===== config.mk =====
export PLATFORM = sky130hd
export DESIGN_NAME = ryc_ctrl
export DESIGN_NICKNAME = d
export VERILOG_FILES = /design/src/rtl/ryc_pkg.sv /design/src/rtl/ryc_ctrl.sv
export SDC_FILE = /design/constraint.sdc
export NUM_CORES = 1
export LEC_CHECK = 0
export BUFFER_PORTS_ARGS = -buffer_cell sky130_fd_sc_hd__buf_2
export CAP_MARGIN = 30
export CORE_ASPECT_RATIO = 0.8
export CORE_MARGIN = 2
export CORE_UTILIZATION = 50
export CTS_CLUSTER_SIZE = 12
export DETAILED_ROUTE_END_ITERATION = 7
export PLACE_DENSITY_LB_ADDON = 0.2
export SYNTH_ARGS = -nofsm -noshare
export SYNTH_HDL_FRONTEND = slang
export SYNTH_SLANG_ARGS = --single-unit

===== constraint.sdc =====
create_clock -name i_clk -period 1.6 [get_ports i_clk]
set_input_delay 0.16 -clock i_clk [delete_from_list [all_inputs] [get_ports i_clk]]
set_output_delay 0.16 -clock i_clk [all_outputs]
set_load 0.01 [all_outputs]

===== src/rtl/ryc_pkg.sv =====
`timescale 1ns / 1ps
// ----------------------------------------------------------------------------
// ryc_pkg
// Shared constants, types and coefficient tables for the RGB/YUV converter.
// ----------------------------------------------------------------------------
package ryc_pkg;

    // Channel format: unsigned fraction, all ones means 1.0
    localparam int    CH_BITS = 16;
    localparam longint CH_FULL = (longint'(1) << CH_BITS) - 1;

    // Denominators of the luma, chroma and inverse outputs
    localparam longint DEN_Y = 64'sd255000;
    localparam longint DEN_C = 64'sd100000;
    localparam longint DEN_I = 64'sd44000000;
    localparam int     DEN_W = 26;

    // Signed numerator, clamped remainder and coefficient widths
    localparam int NUM_W  = CH_BITS + 29;
    localparam int REM_W  = CH_BITS + DEN_W;
    localparam int COEF_W = 28;

    // Reciprocal scale: a clamped remainder stays below 2^shift, so the
    // truncated reciprocal leaves the quotient at most one short
    localparam int     SH_Y  = $clog2(DEN_Y) + CH_BITS;
    localparam int     SH_C  = $clog2(DEN_C) + CH_BITS;
    localparam int     SH_I  = $clog2(DEN_I) + CH_BITS;
    localparam longint RCP_Y = (longint'(1) << SH_Y) / DEN_Y;
    localparam longint RCP_C = (longint'(1) << SH_C) / DEN_C;
    localparam longint RCP_I = (longint'(1) << SH_I) / DEN_I;
    localparam int     RCP_W = CH_BITS + 1;

    // Pipeline: multiply, two add stages, clamp, then four reciprocal divide stages
    localparam int MAC_STG = 4;
    localparam int DIV_STG = 4;
    localparam int NSTG    = MAC_STG + DIV_STG;

    // Direction register codes
    localparam logic DIR_RGB2YUV = 1'b0;
    localparam logic DIR_YUV2RGB = 1'b1;

    // Output lane codes
    localparam logic [1:0] LANE_A = 2'd0;
    localparam logic [1:0] LANE_B = 2'd1;
    localparam logic [1:0] LANE_C = 2'd2;

    // Three coefficients, term for chan_a in the low slice
    typedef logic [3*COEF_W-1:0] t_coef_set;

    // Control bundle from the pipeline controller to the lanes
    typedef struct packed {
        logic [NSTG-1:0] en;       // stage load enables
        logic [NSTG-2:0] dir;      // direction of the request held in each stage
        logic            cfg_dir;  // direction for a request entering now
    } t_ctl;

    // Coefficients applied to chan_a, chan_b, chan_c
    function automatic t_coef_set coef_of(input logic dir, input logic [1:0] lane);
        t_coef_set c;
        c = '0;
        unique case ({dir, lane})
            {DIR_RGB2YUV, LANE_A}: c = {COEF_W'(25080), COEF_W'(129140), COEF_W'(65780)};
            {DIR_RGB2YUV, LANE_B}: c = {COEF_W'(43600), COEF_W'(-28886), COEF_W'(-14713)};
            {DIR_RGB2YUV, LANE_C}: c = {COEF_W'(-10001), COEF_W'(-51499), COEF_W'(61500)};
            {DIR_YUV2RGB, LANE_A}: c = {COEF_W'(50152520), COEF_W'(0), COEF_W'(51000000)};
            {DIR_YUV2RGB, LANE_B}: c = {COEF_W'(-25546400), COEF_W'(-17364600),
                                        COEF_W'(51000000)};
            {DIR_YUV2RGB, LANE_C}: c = {COEF_W'(0), COEF_W'(89412840), COEF_W'(51000000)};
            default:               c = '0;
        endcase
        return c;
    endfunction

    // Denominator of each output
    function automatic longint div_of(input logic dir, input logic [1:0] lane);
        longint d;
        d = DEN_I;
        unique case ({dir, lane})
            {DIR_RGB2YUV, LANE_A}: d = DEN_Y;
            {DIR_RGB2YUV, LANE_B}: d = DEN_C;
            {DIR_RGB2YUV, LANE_C}: d = DEN_C;
            default:               d = DEN_I;
        endcase
        return d;
    endfunction

    // Truncated reciprocal of each denominator
    function automatic longint rcp_of(input logic dir, input logic [1:0] lane);
        longint m;
        m = RCP_I;
        unique case ({dir, lane})
            {DIR_RGB2YUV, LANE_A}: m = RCP_Y;
            {DIR_RGB2YUV, LANE_B}: m = RCP_C;
            {DIR_RGB2YUV, LANE_C}: m = RCP_C;
            default:               m = RCP_I;
        endcase
        return m;
    endfunction

    // Right shift that goes with each reciprocal
    function automatic int shift_of(input logic dir, input logic [1:0] lane);
        int s;
        s = SH_I;
        unique case ({dir, lane})
            {DIR_RGB2YUV, LANE_A}: s = SH_Y;
            {DIR_RGB2YUV, LANE_B}: s = SH_C;
            {DIR_RGB2YUV, LANE_C}: s = SH_C;
            default:               s = SH_I;
        endcase
        return s;
    endfunction

    // Constant term times full scale, plus half a denominator for rounding
    function automatic logic signed [NUM_W-1:0] bias_of(input logic dir,
                                                         input logic [1:0] lane);
        longint b;
        b = 64'sd0;
        unique case ({dir, lane})
            {DIR_RGB2YUV, LANE_A}: b = 64'sd16000;
            {DIR_RGB2YUV, LANE_B}: b = 64'sd50000;
            {DIR_RGB2YUV, LANE_C}: b = 64'sd50000;
            {DIR_YUV2RGB, LANE_A}: b = -64'sd28276260;
            {DIR_YUV2RGB, LANE_B}: b = 64'sd18255500;
            {DIR_YUV2RGB, LANE_C}: b = -64'sd47906420;
            default:               b = 64'sd0;
        endcase
        return NUM_W'(b * CH_FULL + (div_of(dir, lane) >>> 1));
    endfunction

endpackage


===== src/rtl/ryc_ctrl.sv =====
`timescale 1ns / 1ps
// ----------------------------------------------------------------------------
// ryc_ctrl
// Direction register, stage valid bits, load enables and alpha delay line.
// ----------------------------------------------------------------------------
module ryc_ctrl (
    input  logic                        i_clk,
    input  logic                        i_rst_n,
    input  logic                        i_cfg_we,
    input  logic                        i_cfg_wdata,
    input  logic                        i_in_valid,
    output logic                        o_in_stall,
    input  logic [ryc_pkg::CH_BITS-1:0] i_alpha_in,
    output logic                        o_out_valid,
    input  logic                        i_out_stall,
    output logic [ryc_pkg::CH_BITS-1:0] o_alpha_out,
    output ryc_pkg::t_ctl               o_ctl
);

    logic                        r_dir;
    logic [ryc_pkg::NSTG-1:0]    r_vld;
    logic [ryc_pkg::NSTG-1:0]    n_vld;
    logic [ryc_pkg::NSTG-1:0]    w_en;
    logic [ryc_pkg::NSTG-2:0]    r_dir_p;
    logic [ryc_pkg::CH_BITS-1:0] r_alpha [ryc_pkg::NSTG];

    // Hold the direction register
    always_ff @(posedge i_clk) begin
        if (!i_rst_n) begin
            r_dir <= ryc_pkg::DIR_RGB2YUV;
        end else if (i_cfg_we) begin
            r_dir <= i_cfg_wdata;
        end
    end

    // A stage loads when its own or some later slot is empty or the output drains
    for (genvar k = 0; k < ryc_pkg::NSTG; k++) begin : g_en
        assign w_en[k] = ~(&r_vld[ryc_pkg::NSTG-1:k]) | ~i_out_stall;
    end

    // Advance valid bits, filling bubbles
    assign n_vld = (w_en & {r_vld[ryc_pkg::NSTG-2:0], i_in_valid}) | (~w_en & r_vld);

    always_ff @(posedge i_clk) begin
        if (!i_rst_n) begin
            r_vld <= '0;
        end else begin
            r_vld <= n_vld;
        end
    end

    // Carry direction and alpha along with each request
    for (genvar k = 0; k < ryc_pkg::NSTG; k++) begin : g_pipe
        if (k == 0) begin : g_first
            always_ff @(posedge i_clk) begin
                if (w_en[0]) begin
                    r_alpha[0] <= i_alpha_in;
                    r_dir_p[0] <= r_dir;
                end
            end
        end else if (k < ryc_pkg::NSTG - 1) begin : g_mid
            always_ff @(posedge i_clk) begin
                if (w_en[k]) begin
                    r_alpha[k] <= r_alpha[k-1];
                    r_dir_p[k] <= r_dir_p[k-1];
                end
            end
        end else begin : g_last
            always_ff @(posedge i_clk) begin
                if (w_en[k]) begin
                    r_alpha[k] <= r_alpha[k-1];
                end
            end
        end
    end

    assign o_in_stall  = ~w_en[0];
    assign o_out_valid = r_vld[ryc_pkg::NSTG-1];
    assign o_alpha_out = r_alpha[ryc_pkg::NSTG-1];

    assign o_ctl.en      = w_en;
    assign o_ctl.dir     = r_dir_p;
    assign o_ctl.cfg_dir = r_dir;

endmodule


# Yosys cells after proc, flatten, opt, wreduce, memory -nomap -nowiden
# Memory sizes are Yosys's and may differ from the RTL's.
# Index checks and enable logic that the tools add are counted.
# Widths: inputs -> output; s select.
# classes
n_mux,16
n_bitwise,22
reduce_logical,7
# op_table
operator,count
$and 8x8->8,2
$mux 1,16
$not 1->1,10
$not 8->8,1
$or 1x1->1,8
$or 8x8->8,1
$reduce_and 8->1,1
$reduce_and 7->1,1
$reduce_and 6->1,1
$reduce_and 5->1,1
$reduce_and 4->1,1
$reduce_and 3->1,1
$reduce_and 2->1,1
# totals
regBits,16
ramBits,128
in_bits,22
output_inout_bits,34
n_memories,1
# memory_table
memory,words,width,read_ports,rd_clocked_by_memory_dff,wr,line_no,rtl
r_alpha,8,16,8,0,8,ryc_ctrl.sv:25,logic [ryc_pkg::CH_BITS-1:0] r_alpha [ryc_pkg::NSTG];

# Depth between registers and ports, before layout
# Gate-level depths: netlist (run 1).
# depth
ltp_word,6
depth_mapped,4
depth_no_buf,4

# Least setup slack after synthesis (run 1)
# No wires, ideal clock.
# synth_path
path_kind,reg2reg
from,reg with a tool-made name
to,"reg r_dir_p, in the netlist o_ctl[1] (enable)"
setup_time_ns,0.339
t_arrival_ns,1.397
t_required_ns,1.261
slack_ns,-0.136
path_stages_with_launch,5
n_path_buf,0
cell_sequence,dfxtp_1 and4_4 inv_2 nor3_4 inv_1
# synth_rtl
element,line_no,rtl
end: declaration,ryc_ctrl.sv:24,logic [ryc_pkg::NSTG-2:0] r_dir_p;

==> flow_summary.toml, run 1 <==
[status]
outcome = "finished with violations"
violations = "negative setup slack"

[floorplanning]
fp.dieW_microns = 111
dieArea_sq_um = 9880
design.core.area_sq_um = 8960
initial_core_util_pct = 50.7
ios = 56
num_rows = 31
die_h_microns = 89.3

[cts]
cts.sinks = 144
htreeDepth = 4
cts_buffer_depth = 2
cts_tree = "done"
clk_latency_ps = 400
clk_pin_slew_ps = 60
cts_buffers = 17
root_buffer = "clkbuf_16"

[detailed_routing]
drc = 0
drt_wl_total_mm = 4.63
antenna_left = 0
num_vias = 1726
vias_per_cell = 4.24
avgRoutedWirePerCell_microns = 11.4
drtIter0Drc = 63
dr.pass1.iters = 4

[logic_synthesis]
yosysWarnings = 0
yosysTopAreaCell = "edfxtp_1"
synth_cell_types = 19
synth_simple_gate_area_share_pct = 1.98
syn_avg_cell_area_sq_um = 23.7
synthAdderAreaFrac_pct = 0
muxShareOfSynthArea_pct = 0.220
synth_area_sq_um = 4550
ys_seq_elements = 144
seq_area_frac_synth_pct = 93.1
synth_top_area_share_pct = 89.2
synth_cells = 192
synth_top_family_by_area = "buffers and inverters"
syn_nets = 214
synthTopCellsByArea = "edfxtp_1 89%, dfxtp_1 4.0%, buf_4 2.8%"
synth_compound_area_share_pct = 1.21
synth-xor-area-share_pct = 0

[place]
gp_congestion = 0.679
dpl.hpwl_mm = 2.65
post-place-ws_ps = 26.1
io_buffers = 55
placed_area_sq_um = 4940
dp.cells = 351

[timing]
tightest_slew_ps = 204
finalSetupViolations = 6
fin_crit_sh_pct = 109
finalHoldViolCount = 0
fin_ws_ps = -151
report.final.slew_viol_count = 0
min_period_ps = 1750
timing.fmax_mhz = 571
fin_skew_ps = 7.43
slew_headroom_pct = 86.3
rsz0062_at_grt = "yes"
hold_ws_ps = 25.9

[global_routing]
grt_max_degree = 19
grt_pass1_vias = 1714
grt-ovfl-total = 0
grt_pass1_wl_mm = 7.80
grt_use_total_pct = 10.8
grt_antenna_before_repair = 0

[min_path]
min_from = "i_cfg_wdata"
hold_class = "in2reg"

[finish]
stdcell_count = 407
layout-drive-gt1-share_pct = 39.0
design_area_sq_um = 5840
n_antenna_cell = 0
final_cell_mix = "135 x edfxtp_1, 52 x buf_2, 17 x clkbuf_16, 17 x dlygate4sd3_1, 9 x buf_4"
final_nets = 301
final_common_cell = "edfxtp_1"
synthToLayoutAreaGrowth_pct = 28.4

[setup_path]
path_class = "reg2out"
worst_ep_required_time_ps = 1440
crit_path_end_kind = "output pin"
worstPathArrival_ps = 1590
crit_path_max_fanout = 3
startpoint_type = "flip-flop"

[job]
cap_violations = 0

[power_and_ir_drop]
totalPowerFinal_mw = 8.44
p_per_area_nw_per_um2 = 1450
peakVddDrop_mv = 0.909
p_switching_mw = 1.47
clockPowerShare_pct = 47.2
p_comb_share_pct = 1.4
pwr-share-seq_pct = 51.5
p_int_mw = 6.97
leakage_nw = 2.26
p_sw_share_pct = 17.5
==> worst paths after layout <==
kind,slack [ps],cells after the start,to
worst min register to register,410,0,r_alpha[1][28]
worst max register to register,80,6,r_alpha[0][51]
worst max-delay path,-150,6,o_ctl[11]
worst min-delay path,30,3,r_dir
==> cell usage after synthesis, drive strengths merged <==
| cell | n |
|---|---|
| edfxtp | 135 |
| buf | 17 |
| dfxtp | 9 |
| inv | 7 |
| nand2 | 5 |
| o21a | 5 |
| nand3 | 2 |
| nor2b | 2 |
| nor3 | 2 |
| a21boi | 1 |
| a21oi | 1 |
| and2 | 1 |
| and4 | 1 |
| clkbuf | 1 |
| mux2i | 1 |
| nor2 | 1 |
| o21ai | 1 |
==> logic make-up after synthesis <==
group | count (synthesis)
DFF | 144
and+or+nand+nor | 14
muxes | 1
buffers and inverters | 25
AOI/OAI and AO/OA | 8
==> power by group through the flow <==
stage	sequential (mW)	clock, mW	combinational [mW]
after floorplan	4.41	0	0.0537
after global placement	4.42	0	0.0848
after detailed placement	4.42	0	0.0859
after CTS	4.34	4.08	0.117
after global routing	4.36	4.27	0.128
final	4.34	3.98	0.117
==> critical path, stage by stage, from the launching register on <==
cell and delay [ps]:
dfxtp_2 340, and4_4 270, buf_6 110, and2_4 150, nand2_2 70, buf_12 130
buf_2 130
==> flip-flops by register name, summed over array words and instances, names as in the netlist, named ones only <==
name,count
r_alpha,128
o_ctl,7
r_dir,1
==> per-stage QoR <==
stage / TNS [ps] / utilization (%)
floorplan: -442 / -
global placement: 0 / 55.1
detailed placement: 0 / 55.1
CTS: -1550 / 64.7
global route: -1060 / 65.2
finish: -618 / 65.2
==> metal layers <==
metal  up-vias  GRT usage [%]  share of wire, %
met5         -              0                 0
met4         0           6.48               1.9
met3        10           6.03               7.2
met2        53           17.9                51
met1       769           11.1                40
li1        894              -                 -
==> repair_timing <==
item / CTS / global route
setup buffers: 7 / 1
setup endpoints to repair: 6 / 58
pin swaps: 2 / 2
hold buffers: 17 / 0
hold endpoints to repair: 17 / 0
resized for setup: 7 / 11
cloned: 0 / 0
==> cell type report <==
class | instances | area (sq um)
clock inverter | 15 | 193
clock buffer | 17 | 425
timing repair buffer | 86 | 614
sequential | 144 | 4240
fill | 599 | 3120
tap | 115 | 144
multi-input combinational | 23 | 180
inverter | 7 | 41.3
No activity file was read; power rests on OpenSTA's default activity.
==> run 2, diff against run 1 <==
- clock period: 1.6 -> 1.8 ns (I/O delays scaled with it)
==> run 2 against run 1 <==
- the flow now finishes without violations
- sequential power fell by 11%
- clock power fell by 13%
- critical path depth fell by 1
- count of clock-buffer cells in the layout rose by 1
- design area fell by 1.9%
- via count fell by 1.7%
- sequential cell count did not move
- largest power group unchanged
- highest routed layer unchanged
==> flow_summary.toml, run 2 (synthesis gave the netlist of run 1 again) <==
[timing]
report.final.slew_viol_count = 0
finalHoldViolCount = 0
timing.fmax_mhz = 562
finalSetupViolations = 0
fin_crit_sh_pct = 98.9
tightest_slew_ps = 711
rsz0062_at_grt = "yes"
min_period_ps = 1780
fin_ws_ps = 19.7
slew_headroom_pct = 52.5
fin_skew_ps = 11.9

[power_and_ir_drop]
leakage_nw = 2.21
clockPowerShare_pct = 46.5
p_sw_share_pct = 16.8
p_comb_share_pct = 1.4
peakVddDrop_mv = 1.06
pwr-share-seq_pct = 52.1
p_per_area_nw_per_um2 = 1300
p_switching_mw = 1.25
p_int_mw = 6.17

[global_routing]
grt_use_total_pct = 11.2
grt_pass1_wl_mm = 7.82
grt_pass1_vias = 1698
grt_max_degree = 19
grt-ovfl-total = 0
grt_antenna_before_repair = 0

[cts]
cts_buffers = 17
clk_pin_slew_ps = 50
cts_tree = "done"
cts.sinks = 144
htreeDepth = 4
clk_latency_ps = 400
root_buffer = "clkbuf_16"
cts_buffer_depth = 2

[finish]
synthToLayoutAreaGrowth_pct = 26.0
final_nets = 298
final_cell_mix = "135 x edfxtp_1, 54 x buf_2, 17 x clkbuf_16, 17 x dlygate4sd3_1, 10 x buf_4"
top_register = "r_alpha"
stdcell_count = 403
n_antenna_cell = 0
final_common_cell = "edfxtp_1"
nFillCells = 601
final_util_pct = 63.9
largest_reg_flops = 128
seq_area_sq_um = 4240
multi_input_area_sq_um = 166
layout-drive-gt1-share_pct = 36.1

[floorplanning]
die_h_microns = 89.3
initial_core_util_pct = 50.7
ios = 56
num_rows = 31
dieArea_sq_um = 9880
fp.dieW_microns = 111
design.core.area_sq_um = 8960

[place]
io_buffers = 55
dp.cells = 350
dpl.hpwl_mm = 2.61
gp_congestion = 0.676
post-place-ws_ps = 153

[setup_path]
cp_slowest_cell = "dfxtp_2"
crit_path_end_kind = "output pin"
crit_path_max_fanout = 5
max_stage_delay_ps = 350
crit_chain = "and4_4 > inv_4 > nor3_4 > clkinvlp_4 > buf_6"
startpoint_type = "flip-flop"
critical_path.top_delay_family = "simple AND/OR/NAND/NOR gates"
critPathBufInv = 3
path_class = "reg2out"
worstPathArrival_ps = 1600
worst_ep_required_time_ps = 1620

[job]
cap_violations = 0

[min_path]
hold_class = "in2reg"

[detailed_routing]
num_vias = 1697
drc = 0
vias_per_cell = 4.21
antenna_left = 0
avgRoutedWirePerCell_microns = 11.3
drtIter0Drc = 79
drt_wl_total_mm = 4.54
dr.pass1.iters = 5

[status]
outcome = "completed"
==> run 2: what timing repair did <==
item | 4_1_cts | 5_1_grt
setup endpoints to repair | 5 | 5
gates cloned | 0 | 0
hold endpoints to repair | 17 | 0
hold buffers | 17 | 0
gates resized for setup | 8 | 4
pin swaps | 1 | 2
setup buffers | 2 | 3
==> run 2: power groups by stage <==
| stage | registers [mW] | logic, mW | clock network [mW] |
|---|---|---|---|
| after global placement | 3.93 | 0.0755 | 0 |
| after global routing | 3.88 | 0.114 | 3.72 |
| after detailed placement | 3.93 | 0.0770 | 0 |
| after CTS | 3.86 | 0.105 | 3.54 |
| after floorplan | 3.92 | 0.0477 | 0 |
| final | 3.86 | 0.105 | 3.45 |
==> run 2: final timing paths <==
kind | from | endpoint | slack (ps) | cells after the start
setup reg to reg | flip-flop | r_alpha[0][22] | 140 | 6
hold / removal | i_cfg_wdata | r_dir | 40 | 3
hold reg to reg | r_alpha[1][2] | r_alpha[1][18] | 410 | 0
setup / recovery | flip-flop | o_ctl[9] | 20 | 5
==> run 2: worst min-delay path: stages <==
cell and delay [ps]:
buf_2 70, mux2i_1 50, nor2b_1 90
==> run 2: layout make-up <==
| type | instances | area share, % |
|---|---|---|
| inverters | 7 | 0.633 |
| repair buffers | 83 | 9.54 |
| clock buffers | 18 | 7.49 |
| multi-input cells | 23 | 2.90 |
| flip-flops and latches | 144 | 73.9 |
| clock inverters | 13 | 2.97 |
| well taps | 115 | 2.51 |
==> run 2: stage by stage <==
step | cell area [sq um] | power [mW] | TNS (ps) | hold WS, ps
after floorplan | 4550 | 3.97 | 0 | 279
after detailed placement | 4880 | 4.01 | 0 | 358
after global routing | 5730 | 7.72 | -96.2 | 32.4
final | 5730 | 7.42 | 0 | 38.9
after global placement | 4880 | 4.00 | 0 | 356
after CTS | 5690 | 7.50 | -32.3 | 22.4
==> run 2: layer usage <==
layer	global-route usage, %	wire, microns
met5	0	0
met3	7.05	278
met2	17.5	2320
met4	6.82	76
met1	11.7	1870
==> run 3, diff against run 2 <==
- GPL_TIMING_DRIVEN: not set -> 0
- SLEW_MARGIN: not set -> 20
- clock period: 1.8 -> 2.2 ns (I/O delays scaled with it)
==> run 3 against run 2 <==
- utilization rose by 0.18 points
- clock power fell by 21%
- power fell by 19%
- cell count rose by 2.2%
- global-route usage fell by 0.060 points
- clock skew fell by 5.5 ps
- via count rose by 3.5%
- worst setup slack improved by 110 ps
- wire length rose by 4.1%
- largest cell class unchanged
==> flow_summary.toml, run 3 (synthesis gave the netlist of run 1 again) <==
[timing]
finalHoldViolCount = 0
slew_headroom_pct = 43.9
tightest_slew_ps = 840
setup_tns_ps = 0
hold_ws_ps = 32.6
fin_ws_ps = 130
min_period_ps = 2070
fin_crit_sh_pct = 94.1
rsz0062_at_grt = "yes"
finalSetupViolations = 0
timing.fmax_mhz = 483
report.final.slew_viol_count = 0
fin_skew_ps = 6.41

[setup_path]
crit_path_end_kind = "output pin"
critical_path.top_delay_family = "simple AND/OR/NAND/NOR gates"
path_class = "reg2out"
rrSetupSlack_ps = 420
critPathBufInv = 3
worstPathArrival_ps = 1850
startpoint_type = "flip-flop"
crit_chain = "and4_4 > inv_2 > nor3_4 > clkinvlp_4 > buf_2"
max_stage_delay_ps = 390
cp_slowest_cell = "dfxtp_1"
worst_ep_required_time_ps = 1980
crit_path_max_fanout = 21

[power_and_ir_drop]
peakVddDrop_mv = 0.951
p_sw_share_pct = 17.1
leakage_nw = 2.24
p_comb_share_pct = 1.8
p_per_area_nw_per_um2 = 1040
pwr-share-seq_pct = 52.8
p_switching_mw = 1.02
p_int_mw = 4.97
clockPowerShare_pct = 45.4

[cts]
cts_buffer_depth = 2
cts_tree = "done"
clk_latency_ps = 390
htreeDepth = 4
cts_buffers = 17
clk_pin_slew_ps = 60
root_buffer = "clkbuf_16"
cts.sinks = 144

[finish]
synthToLayoutAreaGrowth_pct = 26.4
layout-drive-gt1-share_pct = 37.4
final_nets = 306
n_antenna_cell = 0
largest_reg_flops = 128
nFillCells = 615
multi_input_area_sq_um = 166
final_common_cell = "edfxtp_1"
final_util_pct = 64.1
top_register = "r_alpha"
seq_area_sq_um = 4230
final_cell_mix = "135 x edfxtp_1, 54 x buf_2, 20 x buf_4"

[detailed_routing]
drt_wl_total_mm = 4.73
dr.pass1.iters = 4
num_vias = 1756
vias_per_cell = 4.26
drc = 0
drtIter0Drc = 49
avgRoutedWirePerCell_microns = 11.5
antenna_left = 0

[floorplanning]
design.core.area_sq_um = 8960
dieArea_sq_um = 9880
num_rows = 31
die_h_microns = 89.3
initial_core_util_pct = 50.7
ios = 56
fp.dieW_microns = 111

[global_routing]
grt_pass1_vias = 1687
grt_use_total_pct = 11.1
grt_pass1_wl_mm = 7.91
grt-ovfl-total = 0
grt_antenna_before_repair = 0
grt_max_degree = 22

[place]
dpl.hpwl_mm = 2.75
gp_congestion = 0.647
io_buffers = 54
post-place-ws_ps = 221

[status]
outcome = "completed"

[job]
cap_violations = 0

[min_path]
hold_class = "in2reg"
[run 3: cell count changes in the layout (fill, tap and decap cells not counted), moves of 2 or more]
| cell | before | now |
|---|---|---|
| buf_4 | 10 | 20 |
| dfxtp_1 | 7 | 9 |
| dfxtp_2 | 2 | 0 |
| clkbuf_1 | 1 | 4 |
[run 3: routing by layer]
metal / GRT usage, % / wire length (microns)
met1: 12.2 / 1930
met2: 18.2 / 2490
met3: 5.15 / 254
met4: 6.82 / 56
met5: 0 / 0
[run 3: metrics by stage]
stage	cell area [sq um]	power, mW	std cells
finish	5750	5.99	412
global route	5750	6.19	412
global placement	4960	3.29	361
floorplan	4550	3.25	192
CTS	5730	6.05	412
detailed placement	4960	3.30	361
[run 3: worst paths after layout]
path	startpoint	endpoint	cells past startpoint
setup / recovery	flip-flop	o_ctl[8]	5
hold / removal	i_in_valid	flip-flop	2
setup reg to reg	flip-flop	r_alpha[0][13]	5
hold reg to reg	r_alpha[1][9]	r_alpha[1][25]	0
[run 3: power groups by stage]
stage	Sequential [mW]	Combinational [mW]	Clock (mW)
after floorplan	3.21	0.0391	0
after global placement	3.21	0.0824	0
after detailed placement	3.22	0.0836	0
after CTS	3.17	0.105	2.78
after global routing	3.18	0.115	2.90
final	3.16	0.105	2.72
[run 3: area by class of cell]
| cell class | instances | share of cell area [%] |
|---|---|---|
| flip-flops and latches | 144 | 73.7 |
| repair buffers | 73 | 7.88 |
| clock buffers | 20 | 7.60 |
| clock inverters | 12 | 2.48 |
| well taps | 115 | 2.50 |
| multi-input cells | 23 | 2.90 |
| plain buffers | 18 | 2.29 |
| inverters | 7 | 0.653 |
[run 3: what timing repair did]
action                                 CTS  global route
setup buffers                            3             0
endpoints found under the hold margin   16             0
setup endpoints to repair                3             4
gates resized for setup                  3             3
cloned                                   0             0
pin swaps                                0             1
hold buffers                            16             0
